[src/hw/rtl/kwt_pkg.sv]
`timescale 1ns / 1ps
// ----------------------------------------------------------------------------
// kwt_pkg - keyword tokenizer shared definitions
// Token kinds, character codes, pending-run modes, the keyword/type table and
// the run flush function.
// ----------------------------------------------------------------------------
package kwt_pkg;

  localparam int KEYWORD_CHARS_DEF = 4;
  localparam int IN_TDATA_W        = 8;
  localparam int OUT_TDATA_W       = 24;
  localparam int WORD_COUNT        = 15;

  typedef enum logic [4:0] {
    TK_PLUS    = 5'd0,
    TK_MINUS   = 5'd1,
    TK_ARROW   = 5'd2,
    TK_STAR    = 5'd3,
    TK_SLASH   = 5'd4,
    TK_LPAREN  = 5'd5,
    TK_RPAREN  = 5'd6,
    TK_EQUAL   = 5'd7,
    TK_SEMI    = 5'd8,
    TK_LCURLY  = 5'd9,
    TK_RCURLY  = 5'd10,
    TK_COLON   = 5'd11,
    TK_COMMA   = 5'd12,
    TK_LITERAL = 5'd13,
    TK_LET     = 5'd14,
    TK_FN      = 5'd15,
    TK_RET     = 5'd16,
    TK_TYPE    = 5'd17,
    TK_IDENT   = 5'd18
  } token_kind_t;

  // pending run state, one-hot
  typedef enum logic [3:0] {
    MODE_IDLE   = 4'b0001,
    MODE_MINUS  = 4'b0010,
    MODE_DIGITS = 4'b0100,
    MODE_WORD   = 4'b1000
  } mode_t;

  // ASCII codes
  localparam logic [7:0] CH_PLUS   = 8'h2B;
  localparam logic [7:0] CH_STAR   = 8'h2A;
  localparam logic [7:0] CH_SLASH  = 8'h2F;
  localparam logic [7:0] CH_LPAREN = 8'h28;
  localparam logic [7:0] CH_RPAREN = 8'h29;
  localparam logic [7:0] CH_EQUAL  = 8'h3D;
  localparam logic [7:0] CH_SEMI   = 8'h3B;
  localparam logic [7:0] CH_LCURLY = 8'h7B;
  localparam logic [7:0] CH_RCURLY = 8'h7D;
  localparam logic [7:0] CH_COLON  = 8'h3A;
  localparam logic [7:0] CH_COMMA  = 8'h2C;
  localparam logic [7:0] CH_MINUS  = 8'h2D;
  localparam logic [7:0] CH_GT     = 8'h3E;
  localparam logic [7:0] CH_0      = 8'h30;
  localparam logic [7:0] CH_9      = 8'h39;
  localparam logic [7:0] CH_LO_A   = 8'h61;
  localparam logic [7:0] CH_LO_Z   = 8'h7A;
  localparam logic [7:0] CH_UP_A   = 8'h41;
  localparam logic [7:0] CH_UP_Z   = 8'h5A;

  // kind in the low bits, so the struct drops straight onto tdata
  typedef struct packed {
    logic [7:0]  len;
    logic [3:0]  idx;
    token_kind_t kind;
  } tok_t;

  typedef struct packed {
    logic v0;
    logic v1;
    tok_t tok0;
    tok_t tok1;
  } step_t;

  // keywords and type names, first char in the low byte
  localparam logic [7:0] WORD_LEN [WORD_COUNT] = '{
    8'd3, 8'd2, 8'd3, 8'd4, 8'd2, 8'd3, 8'd3, 8'd3,
    8'd2, 8'd3, 8'd3, 8'd3, 8'd3, 8'd3, 8'd4
  };
  localparam logic [31:0] WORD_CHARS [WORD_COUNT] = '{
    32'h0074656C, // let
    32'h00006E66, // fn
    32'h00746572, // ret
    32'h6C6F6F62, // bool
    32'h00003875, // u8
    32'h00363175, // u16
    32'h00323375, // u32
    32'h00343675, // u64
    32'h00003869, // i8
    32'h00363169, // i16
    32'h00323369, // i32
    32'h00343669, // i64
    32'h00323366, // f32
    32'h00343666, // f64
    32'h64696F76  // void
  };
  localparam token_kind_t WORD_KIND [WORD_COUNT] = '{
    TK_LET, TK_FN, TK_RET, TK_TYPE, TK_TYPE, TK_TYPE, TK_TYPE, TK_TYPE,
    TK_TYPE, TK_TYPE, TK_TYPE, TK_TYPE, TK_TYPE, TK_TYPE, TK_TYPE
  };
  localparam logic [3:0] WORD_IDX [WORD_COUNT] = '{
    4'd0, 4'd0, 4'd0, 4'd0, 4'd1, 4'd2, 4'd3, 4'd4,
    4'd5, 4'd6, 4'd7, 4'd8, 4'd9, 4'd10, 4'd11
  };

  function automatic logic is_digit(input logic [7:0] c);
    return c inside {[CH_0:CH_9]};
  endfunction

  function automatic logic is_letter(input logic [7:0] c);
    return c inside {[CH_LO_A:CH_LO_Z], [CH_UP_A:CH_UP_Z]};
  endfunction

  function automatic tok_t make_tok(input token_kind_t kind, input logic [3:0] idx,
                                    input logic [7:0] len);
    tok_t t;
    t.kind = kind;
    t.idx  = idx;
    t.len  = len;
    return t;
  endfunction

  // single-char operators; hit=0 for anything else
  function automatic logic op_lookup(input logic [7:0] c, output token_kind_t kind);
    logic hit;
    hit  = 1'b1;
    kind = TK_PLUS;
    case (c)
      CH_PLUS:   kind = TK_PLUS;
      CH_STAR:   kind = TK_STAR;
      CH_SLASH:  kind = TK_SLASH;
      CH_LPAREN: kind = TK_LPAREN;
      CH_RPAREN: kind = TK_RPAREN;
      CH_EQUAL:  kind = TK_EQUAL;
      CH_SEMI:   kind = TK_SEMI;
      CH_LCURLY: kind = TK_LCURLY;
      CH_RCURLY: kind = TK_RCURLY;
      CH_COLON:  kind = TK_COLON;
      CH_COMMA:  kind = TK_COMMA;
      default:   hit = 1'b0;
    endcase
    return hit;
  endfunction

  // token for whatever is pending; bytes past the run length are zero, so a
  // length match plus a 32-bit compare is an exact word match
  function automatic tok_t flush_tok(input mode_t mode, input logic [7:0] len,
                                     input logic [31:0] lead);
    tok_t t;
    t = make_tok(TK_IDENT, 4'd0, len);
    case (mode)
      MODE_MINUS:  t = make_tok(TK_MINUS, 4'd0, 8'd1);
      MODE_DIGITS: t = make_tok(TK_LITERAL, 4'd0, len);
      MODE_WORD: begin
        for (int i = 0; i < WORD_COUNT; i++) begin
          if (WORD_LEN[i] == len && WORD_CHARS[i] == lead) begin
            t.kind = WORD_KIND[i];
            t.idx  = WORD_IDX[i];
          end
        end
      end
      default:     t = '0;
    endcase
    return t;
  endfunction

endpackage

[src/hw/rtl/kwt_lex.sv]
`timescale 1ns / 1ps
// ----------------------------------------------------------------------------
// kwt_lex - one-byte lexer step
// Given the pending run and one byte, gives up to two tokens and the next
// pending run. Purely combinational.
// ----------------------------------------------------------------------------
module kwt_lex #(
  parameter int KEYWORD_CHARS = kwt_pkg::KEYWORD_CHARS_DEF,
  localparam int LEAD_W = 8 * KEYWORD_CHARS
) (
  input  logic [7:0]          source_byte,
  input  logic                end_of_source,
  input  kwt_pkg::mode_t      mode,
  input  logic [7:0]          run_length,
  input  logic [LEAD_W-1:0]   leading_chars,
  output kwt_pkg::step_t      step,
  output kwt_pkg::mode_t      mode_next,
  output logic [7:0]          run_length_next,
  output logic [LEAD_W-1:0]   leading_chars_next
);

  logic [LEAD_W-1:0] lead_ext;
  logic [7:0]        len_ext;

  // append byte to the run; only the first KEYWORD_CHARS bytes are kept
  always_comb begin
    lead_ext = leading_chars;
    for (int i = 0; i < KEYWORD_CHARS; i++) begin
      if (run_length == 8'(i)) lead_ext[8*i +: 8] = source_byte;
    end
    len_ext = (run_length == 8'hFF) ? run_length : run_length + 8'd1;
  end

  always_comb begin
    kwt_pkg::tok_t       tok_a, tok_b, tok_c;
    logic                emit_a, emit_b, emit_c, consumed, op_hit;
    kwt_pkg::token_kind_t op_kind;
    kwt_pkg::mode_t      mode_m;
    logic [7:0]          len_m;
    logic [LEAD_W-1:0]   lead_m;

    tok_a    = '0;
    tok_b    = '0;
    emit_a   = 1'b0;
    emit_b   = 1'b0;
    consumed = 1'b0;
    mode_m   = mode;
    len_m    = run_length;
    lead_m   = leading_chars;
    op_hit   = kwt_pkg::op_lookup(source_byte, op_kind);

    // continue or close what is pending
    case (mode)
      kwt_pkg::MODE_MINUS: begin
        emit_a = 1'b1;
        if (source_byte == kwt_pkg::CH_GT) begin
          tok_a    = kwt_pkg::make_tok(kwt_pkg::TK_ARROW, 4'd0, 8'd2);
          mode_m   = kwt_pkg::MODE_IDLE;
          consumed = 1'b1;
        end else begin
          tok_a  = kwt_pkg::flush_tok(mode, run_length, leading_chars[31:0]);
          mode_m = kwt_pkg::MODE_IDLE;
          len_m  = '0;
          lead_m = '0;
        end
      end
      kwt_pkg::MODE_DIGITS, kwt_pkg::MODE_WORD: begin
        if (kwt_pkg::is_digit(source_byte) ||
            (mode == kwt_pkg::MODE_WORD && kwt_pkg::is_letter(source_byte))) begin
          len_m    = len_ext;
          lead_m   = lead_ext;
          consumed = 1'b1;
        end else begin
          emit_a = 1'b1;
          tok_a  = kwt_pkg::flush_tok(mode, run_length, leading_chars[31:0]);
          mode_m = kwt_pkg::MODE_IDLE;
          len_m  = '0;
          lead_m = '0;
        end
      end
      default: ;
    endcase

    // byte not absorbed: operator or start of a new run
    if (!consumed) begin
      if (op_hit) begin
        emit_b = 1'b1;
        tok_b  = kwt_pkg::make_tok(op_kind, 4'd0, 8'd1);
      end else if (source_byte == kwt_pkg::CH_MINUS) begin
        mode_m = kwt_pkg::MODE_MINUS;
      end else if (kwt_pkg::is_digit(source_byte)) begin
        mode_m = kwt_pkg::MODE_DIGITS;
        len_m  = 8'd1;
        lead_m = LEAD_W'(source_byte);
      end else if (kwt_pkg::is_letter(source_byte)) begin
        mode_m = kwt_pkg::MODE_WORD;
        len_m  = 8'd1;
        lead_m = LEAD_W'(source_byte);
      end
    end

    // end of source flush
    emit_c = end_of_source && (mode_m != kwt_pkg::MODE_IDLE);
    tok_c  = kwt_pkg::flush_tok(mode_m, len_m, lead_m[31:0]);
    if (end_of_source) begin
      mode_m = kwt_pkg::MODE_IDLE;
      len_m  = '0;
      lead_m = '0;
    end

    step.v0   = emit_a || emit_b || emit_c;
    step.v1   = (emit_a && emit_b) || ((emit_a || emit_b) && emit_c);
    step.tok0 = emit_a ? tok_a : (emit_b ? tok_b : tok_c);
    step.tok1 = (emit_a && emit_b) ? tok_b : tok_c;

    mode_next          = mode_m;
    run_length_next    = len_m;
    leading_chars_next = lead_m;
  end

endmodule

[src/hw/rtl/keyword_tokenizer.sv]
`timescale 1ns / 1ps
// ----------------------------------------------------------------------------
// keyword_tokenizer - streaming lexical tokenizer
// Turns a byte stream of source text into operator, literal, keyword, type
// and identifier tokens, one byte per cycle while the output queue has room.
// ----------------------------------------------------------------------------
// Usage:
//   s_axis: one source byte per request in tdata[7:0]; tlast marks the final
//     byte of the source, after which any pending '-' or run is flushed.
//   m_axis: one token per request; tdata = {pad, length, type index, kind},
//     tlast set on the last token caused by a given input byte.
//   Timing: an accepted byte lands in the input register, and its tokens are
//     written from there to the output queue, which m_axis reads, once the
//     queue has room for two tokens.
//   Throughput: one byte per cycle while m_axis_tready is high and each byte
//     yields at most one token. A byte can yield two (flush + operator, or flush
//     at end of source); the output side then drains at one token per cycle and
//     the 4-entry output queue holds off s_axis while under two slots are free.
//   Reset (rst, synchronous): clears the input register, the output queue and
//     the pending run; no tokens are in flight afterwards.
//   Stall: with m_axis_tready low, tokens sit in the queue and the input side
//     keeps taking bytes until the queue is nearly full. s_axis_tready does
//     not depend on m_axis_tready in the same cycle.
// ----------------------------------------------------------------------------
module keyword_tokenizer #(
  parameter int KEYWORD_CHARS = kwt_pkg::KEYWORD_CHARS_DEF
) (
  input  logic                            clk,
  input  logic                            rst,
  input  logic                            s_axis_tvalid,
  output logic                            s_axis_tready,
  input  logic [kwt_pkg::IN_TDATA_W-1:0]  s_axis_tdata,  // [7:0] source_byte
  input  logic                            s_axis_tlast,  // end_of_source
  output logic                            m_axis_tvalid,
  input  logic                            m_axis_tready,
  output logic [kwt_pkg::OUT_TDATA_W-1:0] m_axis_tdata,  // [4:0] token_kind,
                                                         // [8:5] type_index,
                                                         // [16:9] token_length
  output logic                            m_axis_tlast   // last_of_run
);

  localparam int LEAD_W  = 8 * KEYWORD_CHARS;
  localparam int Q_DEPTH = 4;
  localparam int PTR_W   = $clog2(Q_DEPTH);
  localparam int CNT_W   = $clog2(Q_DEPTH + 1);
  localparam int PAD_W   = kwt_pkg::OUT_TDATA_W - $bits(kwt_pkg::tok_t);

  // input register
  logic       s1_valid;
  logic [7:0] s1_byte;
  logic       s1_eos;

  // pending run
  kwt_pkg::mode_t    mode, mode_next;
  logic [7:0]        run_length, run_length_next;
  logic [LEAD_W-1:0] leading_chars, leading_chars_next;

  kwt_pkg::step_t step;

  // output queue
  kwt_pkg::tok_t q_tok  [Q_DEPTH];
  logic          q_last [Q_DEPTH];
  logic [PTR_W-1:0] wr_ptr, rd_ptr;
  logic [CNT_W-1:0] count;

  logic       advance, pop, in_take;
  logic [1:0] push_n;

  kwt_lex #(
    .KEYWORD_CHARS (KEYWORD_CHARS)
  ) u_lex (
    .source_byte        (s1_byte),
    .end_of_source      (s1_eos),
    .mode               (mode),
    .run_length         (run_length),
    .leading_chars      (leading_chars),
    .step               (step),
    .mode_next          (mode_next),
    .run_length_next    (run_length_next),
    .leading_chars_next (leading_chars_next)
  );

  // room for a worst-case pair of tokens, judged on the registered count
  assign advance       = s1_valid && (count <= CNT_W'(Q_DEPTH - 2));
  assign s_axis_tready = !s1_valid || advance;
  assign in_take       = s_axis_tvalid && s_axis_tready;
  assign pop           = m_axis_tvalid && m_axis_tready;
  assign push_n        = !advance ? 2'd0 : (step.v1 ? 2'd2 : (step.v0 ? 2'd1 : 2'd0));

  always_ff @(posedge clk) begin
    if (rst) begin
      s1_valid      <= 1'b0;
      mode          <= kwt_pkg::MODE_IDLE;
      run_length    <= '0;
      leading_chars <= '0;
      wr_ptr        <= '0;
      rd_ptr        <= '0;
      count         <= '0;
    end else begin
      if (s_axis_tready) s1_valid <= s_axis_tvalid;
      if (advance) begin
        mode          <= mode_next;
        run_length    <= run_length_next;
        leading_chars <= leading_chars_next;
      end
      wr_ptr <= wr_ptr + PTR_W'(push_n);
      if (pop) rd_ptr <= rd_ptr + PTR_W'(1);
      count  <= count + CNT_W'(push_n) - CNT_W'(pop);
    end
  end

  // payload: input byte and queue entries
  always_ff @(posedge clk) begin
    if (in_take) begin
      s1_byte <= s_axis_tdata[7:0];
      s1_eos  <= s_axis_tlast;
    end
    if (advance && step.v0) begin
      q_tok[wr_ptr]  <= step.tok0;
      q_last[wr_ptr] <= !step.v1;
    end
    if (advance && step.v1) begin
      q_tok[wr_ptr + PTR_W'(1)]  <= step.tok1;
      q_last[wr_ptr + PTR_W'(1)] <= 1'b1;
    end
  end

  assign m_axis_tvalid = (count != '0);
  assign m_axis_tdata  = {{PAD_W{1'b0}}, q_tok[rd_ptr]};
  assign m_axis_tlast  = q_last[rd_ptr];

endmodule

[config.mk]
export PLATFORM = sky130hd
export DESIGN_NAME = keyword_tokenizer
export DESIGN_NICKNAME = d
export VERILOG_FILES = /design/src/hw/rtl/kwt_pkg.sv /design/src/hw/rtl/kwt_lex.sv /design/src/hw/rtl/keyword_tokenizer.sv
export SDC_FILE = /design/constraint.sdc
export NUM_CORES = 1
export LEC_CHECK = 0
export CORE_ASPECT_RATIO = 0.8
export CORE_UTILIZATION = 60
export DETAILED_ROUTE_END_ITERATION = 10
export DONT_BUFFER_PORTS = 1
export GPL_TIMING_DRIVEN = 0
export PLACE_DENSITY_LB_ADDON = 0.15
export SETUP_SLACK_MARGIN = 0.15
export SLEW_MARGIN = 30
export SYNTH_ARGS = -nofsm -noshare
export SYNTH_HDL_FRONTEND = slang
export SYNTH_SLANG_ARGS = --single-unit
[constraint.sdc]
create_clock -name clk -period 5.49 [get_ports clk]
set_input_delay 0.549 -clock clk [delete_from_list [all_inputs] [get_ports clk]]
set_output_delay 0.549 -clock clk [all_outputs]
set_load 0.05 [all_outputs]
==> reports/qor.yml, run 1 <==
worst_setup_path:
  worstSetupPathType: "reg2reg"
  start_kind: "flop"
  rrSetupSlack_ps: 310
  crit_fanout: 10
  endpoint_kind: "flop"
  cp.required_ps: 5740
  r2r-start: "s1_byte[5]$_DFFE_PP_"
  crit_arrival_ps: 5430
  reg2reg_to: "q_tok[0][1]$_DFFE_PP_"
  cp-startpoint: "s1_byte[5]$_DFFE_PP_"
  reg2reg_depth: 14
final_layout:
  nFillCells: 1140
  num-nets-final: 1045
  finish.utilization_pct: 67.88
  syn2layout_area_growth_pct: 10.49
  multi_input_area_mm2: 0.004942
  drive_gt1_share_pct: 11.58
  final_cells: 1221
  regArea_mm2: 0.003473
logic_synthesis:
  synth_commonest_cells: "nor2_1 (170), nand2_1 (85), edfxtp_1 (77)"
  seq_area_frac_synth_pct: 39.68
  synthTopCellsByArea: "edfxtp_1 (26%), dfxtp_1 (13%), nor2_1 (7.3%)"
  yosys_register_bits: 135
  syn_area_per_cell_um2: 8.797
  ys.flop_type: "edfxtp_1"
  synth_cell_types: 95
  synth_cells: 995
  ys_async_sr_fraction_pct: 0
  synth.most_common_cell: "nor2_1"
  yosysTopAreaCell: "edfxtp_1"
  syn-cell-area_mm2: 0.008753
  synth.top_cell.area_share_pct: 26.42
  ys.warnings.count: 0
  synth-edff-count: 77
placement:
  place_congestion: 1.043
  placedCellCount: 1188
  dp_hpwl_mm: 20.64
  dp_worst_setup_slack_ps: 474.7
  portBuffers: 0
global_routing:
  grt_remaining_overflow: 0
  grt.total_usage_pct: 38.50
  antenna_found_initial: 0
  grt_max_degree: 19
  grt_pass1_vias: 7435
  grt_pass1_wl_mm: 42.39
routing:
  routed_via_density: 6.974
  drt-initial-drc-count: 1278
  dr.pass1.iters: 6
  ant_nets: 0
  num_vias: 8515
  drt-total-wl_mm: 28.21
  wire_per_inst_um: 23.11
  drc_errors: 0
sta:
  fin_ws_ps: 311.8
  setup_viol: 0
  finalHoldViolations: 0
  grt_setup_unrepaired: "false"
  maxSlewHeadroom_pct: 33.15
  timing.final.crit_period_ps: 5178
  drv_slew: 0
  fin_hold_ws_ps: 207.7
  fmax_mhz: 193.1
  worst_pin_slew_ps: 998.9
  skew_ps: 12.49
  period_share_pct: 94.32
min_path:
  min-delay-start: "s_axis_tdata[3]"
  hp-class: "in2reg"
  min_to: "s1_byte[3]$_DFFE_PP_"
  hold-path-cell-count: 0
clock_tree:
  clock-sinks: 135
  hold_buffers: 0
  cts_tree: "built"
  clk_pin_slew_worst_paths_ps: 70
  cts_made_buffers: 17
  clock_latency_ps: 440
  htreeDepth: 4
  cts.root.buffer_cell: "clkbuf_16"
  clockBufferDepth: 2
floorplanning:
  num_rows: 39
  design.core.area_mm2: 0.01425
  die_area_mm2: 0.01508
  num_io_pins: 40
  start_util_pct: 61.43
  chipHeight_um: 110.0
  chipWidth_um: 137.0
flow_run:
  drv_cap: 0
power:
  power_leakage_uw: 0.003395
  power_density_mw_per_mm2: 310.0
  ir_drop_mv: 0.3281
  design_power_total_uw: 2998
run_status:
  status: "complete, no violations"
-- through the flow --
step,instance area [µm²],TNS [ps]
after floorplan,8776,0
after global placement,9006,-8869
after detailed placement,9069,0
after CTS,9667,0
after global routing,9669,0
final,9672,0
-- worst max-delay path, stage by stage, from the launching register on --
cell and delay, ps:
edfxtp_1 320, buf_2 260, nor4bb_1 650, nand2_1 400, o22ai_2 480, buf_2 320, a21oi_1 90, o21ai_0 530
or2_1 210, nor4_1 50, and4_4 210, a311o_1 360, a2111oi_0 660, a21oi_2 180, a22oi_1 270
-- layer usage --
layer / wire, µm / track usage [%]
met3: 4118 / 14.27
met4: 979 / 15.54
met5: 0 / 0
met2: 11190 / 51.41
met1: 11930 / 55.32
-- state kept, by name, summed over array words and instances, names as in the netlist, 2 cells and up, named ones only --
register       cells
count              3
s1_byte            8
q_last             4
run_length         8
wr_ptr             2
q_tok             68
rd_ptr             2
leading_chars     32
mode               4
-- layout by cell type, fill, tap and decap left out, drive strengths merged, types with 7 or more instances in the layout --
cell,count
a21o,7
a22o,17
nand4,12
nor3,31
a21oi,59
o22ai,7
or4,7
nor2b,10
or3,8
nand2b,14
edfxtp,77
nor4,11
nor3b,8
nor2,171
xnor2,9
a31oi,9
ha,8
inv,29
nand3,30
dfxtp,58
buf,25
a211oi,8
and3,12
or2,11
clkbuf,63
o21ai,56
conb,7
a22oi,42
and2,21
mux4,18
nand2,85
-- area by class of cell --
type | instances | area share (%)
flip-flops and latches | 135 | 35.91
multi-input cells | 777 | 51.10
clock buffers | 18 | 4.541
diodes | 1 | 0.02587
plain buffers | 67 | 3.221
clock inverters | 14 | 1.643
well taps | 184 | 2.380
repair buffers | 3 | 0.3234
inverters | 22 | 0.8538
-- power by group --
part | switching, µW | internal (µW)
Combinational | 502 | 196
Sequential | 26.8 | 1110
Clock | 507 | 656
Total | 1040 | 1960
-- cell families after synthesis --
logic type	count (synthesis)	share of synthesized area, %
AOI/OAI and AO/OA	255	20.33
xor gates and xnor gates	14	1.401
adders and majority gates	10	1.501
buffers and inverters	89	4.474
DFF	135	39.68
muxes	22	5.103
other	1	0.04284
and+or+nand+nor	469	27.47
-- worst max-delay path by stage --
stage | slack (ps) | cells after the start | end
after global placement | -270 | 11 | q_tok[0][4]$_DFFE_PP_
final | 310 | 14 | q_tok[0][1]$_DFFE_PP_
after global routing | 150 | 19 | count[2]$_SDFF_PP0_
after CTS | 440 | 18 | count[2]$_SDFF_PP0_
after floorplan | 1180 | 17 | count[2]$_SDFF_PP0_
after detailed placement | 470 | 18 | count[2]$_SDFF_PP0_
-- repair_timing --
item	CTS	global route
setup endpoints to repair	0	1
buffers inserted	0	0
resized for setup	0	2
endpoints found under the hold margin	0	0
(Power assumes the default switching activity.)
==> run 2, diff against run 1 <==
PLACE_DENSITY_LB_ADDON = 0.1   (was 0.15)
SLEW_MARGIN = 20   (was 30)
==> reports/qor.yml, run 2 (synthesis gave the netlist of run 1 again) <==
placement:
  dp_worst_setup_slack_ps: 17.16  # -457.5 ps
  portBuffers: 0  # unchanged
  dp_hpwl_mm: 21.06  # +2.0%
  place_congestion: 0.9961  # -4.5%
floorplanning:
  design.core.area_mm2: 0.01425  # unchanged
  start_util_pct: 61.43  # unchanged
  num_rows: 39  # unchanged
  chipHeight_um: 110.0  # unchanged
  chipWidth_um: 137.0  # unchanged
  die_area_mm2: 0.01508  # unchanged
  num_io_pins: 40  # unchanged
min_path:
  hold-path-cell-count: 0  # unchanged
  hp-class: "in2reg"
worst_setup_path:
  rrSetupSlack_ps: 320  # about the same
  cp.required_ps: 5630  # -110 ps
  r2r-start: "s1_byte[4]$_DFFE_PP_"
  max_stage_delay_ps: 600  # -60 ps
  crit_fanout: 10  # unchanged
  cp_top_family: "compound AO/OA/AOI/OAI gates"
  endpoint_kind: "flop"
  cp_num_buf_inv: 2  # unchanged
  worstSetupPathType: "reg2reg"
  crit_path_end: "q_tok[1][1]$_DFFE_PP_"
  cp-startpoint: "s1_byte[4]$_DFFE_PP_"
  crit_path_top_delay_cell: "nor3_1"
  cp.depth: 14  # unchanged
  reg2reg_to: "q_tok[1][1]$_DFFE_PP_"
  crit_arrival_ps: 5310  # -120 ps
  reg2reg_depth: 14  # unchanged
  start_kind: "flop"
  worstPathCellList: "clkbuf_1, nand2_1, o221ai_2, o22ai_2, buf_2, a21oi_1, o221ai_1, nor4b_1, nand4b_1, nor3_1, a311o_1, a2111oi_0, a21oi_2, a22oi_1"
final_layout:
  syn2layout_area_growth_pct: 10.91
  regMostFlops: "q_tok"
  largest_reg_flops: 68  # unchanged
  nFillCells: 1129  # -0.96%
  final_cell_mix: "nor2_1 (170), nand2_1 (85), edfxtp_1 (77)"
  final_common_cell: "nor2_1"
  reg.largest.list: "q_tok: 68 flops, leading_chars: 32 flops"
  drive_gt1_share_pct: 11.58  # unchanged
  antennaDiodeCount: 0  # -1
  num-nets-final: 1045  # unchanged
routing:
  drt-total-wl_mm: 28.81  # +2.1%
  num_vias: 8406  # -1.3%
  wire_per_inst_um: 23.61  # +2.2%
  drc_errors: 0  # unchanged
  routed_via_density: 6.890  # -1.2%
  drt-initial-drc-count: 1199  # -6.2%
  dr.pass1.iters: 6  # unchanged
  ant_nets: 0  # unchanged
sta:
  fmax_mhz: 193.6  # +0.23%
  drv_slew: 0  # unchanged
  fin_hold_ws_ps: 216.4  # +8.740 ps
  setup_viol: 0  # unchanged
  fin_ws_ps: 323.7  # +11.88 ps
  timing.final.crit_period_ps: 5166  # -11.88 ps
  worst_pin_slew_ps: 1139  # +140.2 ps
  period_share_pct: 94.10  # -0.22 points
  grt_setup_unrepaired: "false"
  skew_ps: 18.96  # +6.473 ps
  finalHoldViolations: 0  # unchanged
  maxSlewHeadroom_pct: 24.06  # -9.1 points
global_routing:
  grt_remaining_overflow: 0  # unchanged
  grt.total_usage_pct: 39.22  # +0.72 points
  grt_pass1_vias: 7534  # +1.3%
  grt_pass1_wl_mm: 43.05  # +1.5%
  grt_max_degree: 19  # unchanged
  antenna_found_initial: 0  # unchanged
power:
  p_comb_share_pct: 22.6  # -0.7 points
  power_leakage_uw: 0.003409  # +0.40%
  p_int_uw: 2042  # +4.1%
  ir_drop_mv: 0.3345  # +2.0%
  power_switching_uw: 1047  # +1.1%
  power_density_mw_per_mm2: 318.3  # +2.7%
  switching_share_pct: 33.90  # -0.67 points
  p_seq_share_pct: 36.8  # -1.1 points
  clkPwrFrac_pct: 40.6  # +1.8 points
clock_tree:
  htreeDepth: 4  # unchanged
  clockBufferDepth: 2  # unchanged
  clock_latency_ps: 440  # about the same
  cts.root.buffer_cell: "clkbuf_16"
  cts_tree: "built"
  cts_made_buffers: 17  # unchanged
  clk_pin_slew_worst_paths_ps: 70  # about the same
  clock-sinks: 135  # unchanged
  hold_buffers: 0  # unchanged
run_status:
  status: "complete, no violations"
flow_run:
  drv_cap: 0  # unchanged
run 2: layout make-up:
| cell class | instances | area [µm²] | share of cell area [%] |
|---|---|---|---|
| timing repair buffer | 3 | 27.53 | 0.2835 |
| clock buffer | 17 | 425.4 | 4.382 |
| multi-input combinational | 777 | 4951 | 51.00 |
| inverter | 22 | 82.58 | 0.8506 |
| tap | 184 | 230.2 | 2.371 |
| buffer | 67 | 309.0 | 3.183 |
| sequential | 135 | 3473 | 35.78 |
| clock inverter | 15 | 209.0 | 2.152 |
run 2: worst min path at each step:
stage                                  from                   end
after floorplan           q_last[3]$_DFF_P_     q_last[3]$_DFF_P_
after global placement    q_last[1]$_DFF_P_     q_last[1]$_DFF_P_
after detailed placement  q_last[3]$_DFF_P_     q_last[3]$_DFF_P_
after CTS                      s_axis_tlast      s1_eos$_DFFE_PP_
after global routing        s_axis_tdata[5]  s1_byte[5]$_DFFE_PP_
final                       s_axis_tdata[5]  s1_byte[5]$_DFFE_PP_
run 2: metrics by stage:
step / util, % / total power (µW) / setup TNS (ps) / cell area (µm²) / instances
2_1_floorplan: - / 1720 / 0 / 8776 / 1001
3_3_place_gp: 63.21 / 1834 / -6357 / 9006 / 1185
3_5_place_dp: 63.53 / 1842 / 0 / 9052 / 1188
4_1_cts: 68.02 / 3082 / 0 / 9692 / 1220
5_1_grt: 68.13 / 3179 / 0 / 9708 / 1220
6_report: 68.13 / 3090 / 0 / 9708 / 1220
run 2: power by group through the flow:
stage / Clock (µW) / Combinational (µW) / Sequential (µW)
finish: 1260 / 698 / 1140
CTS: 1260 / 690 / 1130
global placement: 0 / 679 / 1150
detailed placement: 0 / 686 / 1160
floorplan: 0 / 572 / 1150
global route: 1300 / 737 / 1140
run 2: repair_timing:
item                                    4_1_cts  5_1_grt
endpoints found under the setup margin        1        4
endpoints found under the hold margin         0        0
resized for setup                             1        4
buffers inserted                              0        0
run 2: routing by layer:
layer  global-route usage, %  up-vias  share of wire [%]  routed length (µm)
met5                       0        -                  0                   0
met4                   14.44        0                2.3                 659
met3                   12.53       58                 13                3683
met2                   55.05      601                 42               12140
met1                   55.95     3987                 43               12320
li1                        -     3760                  -                   -
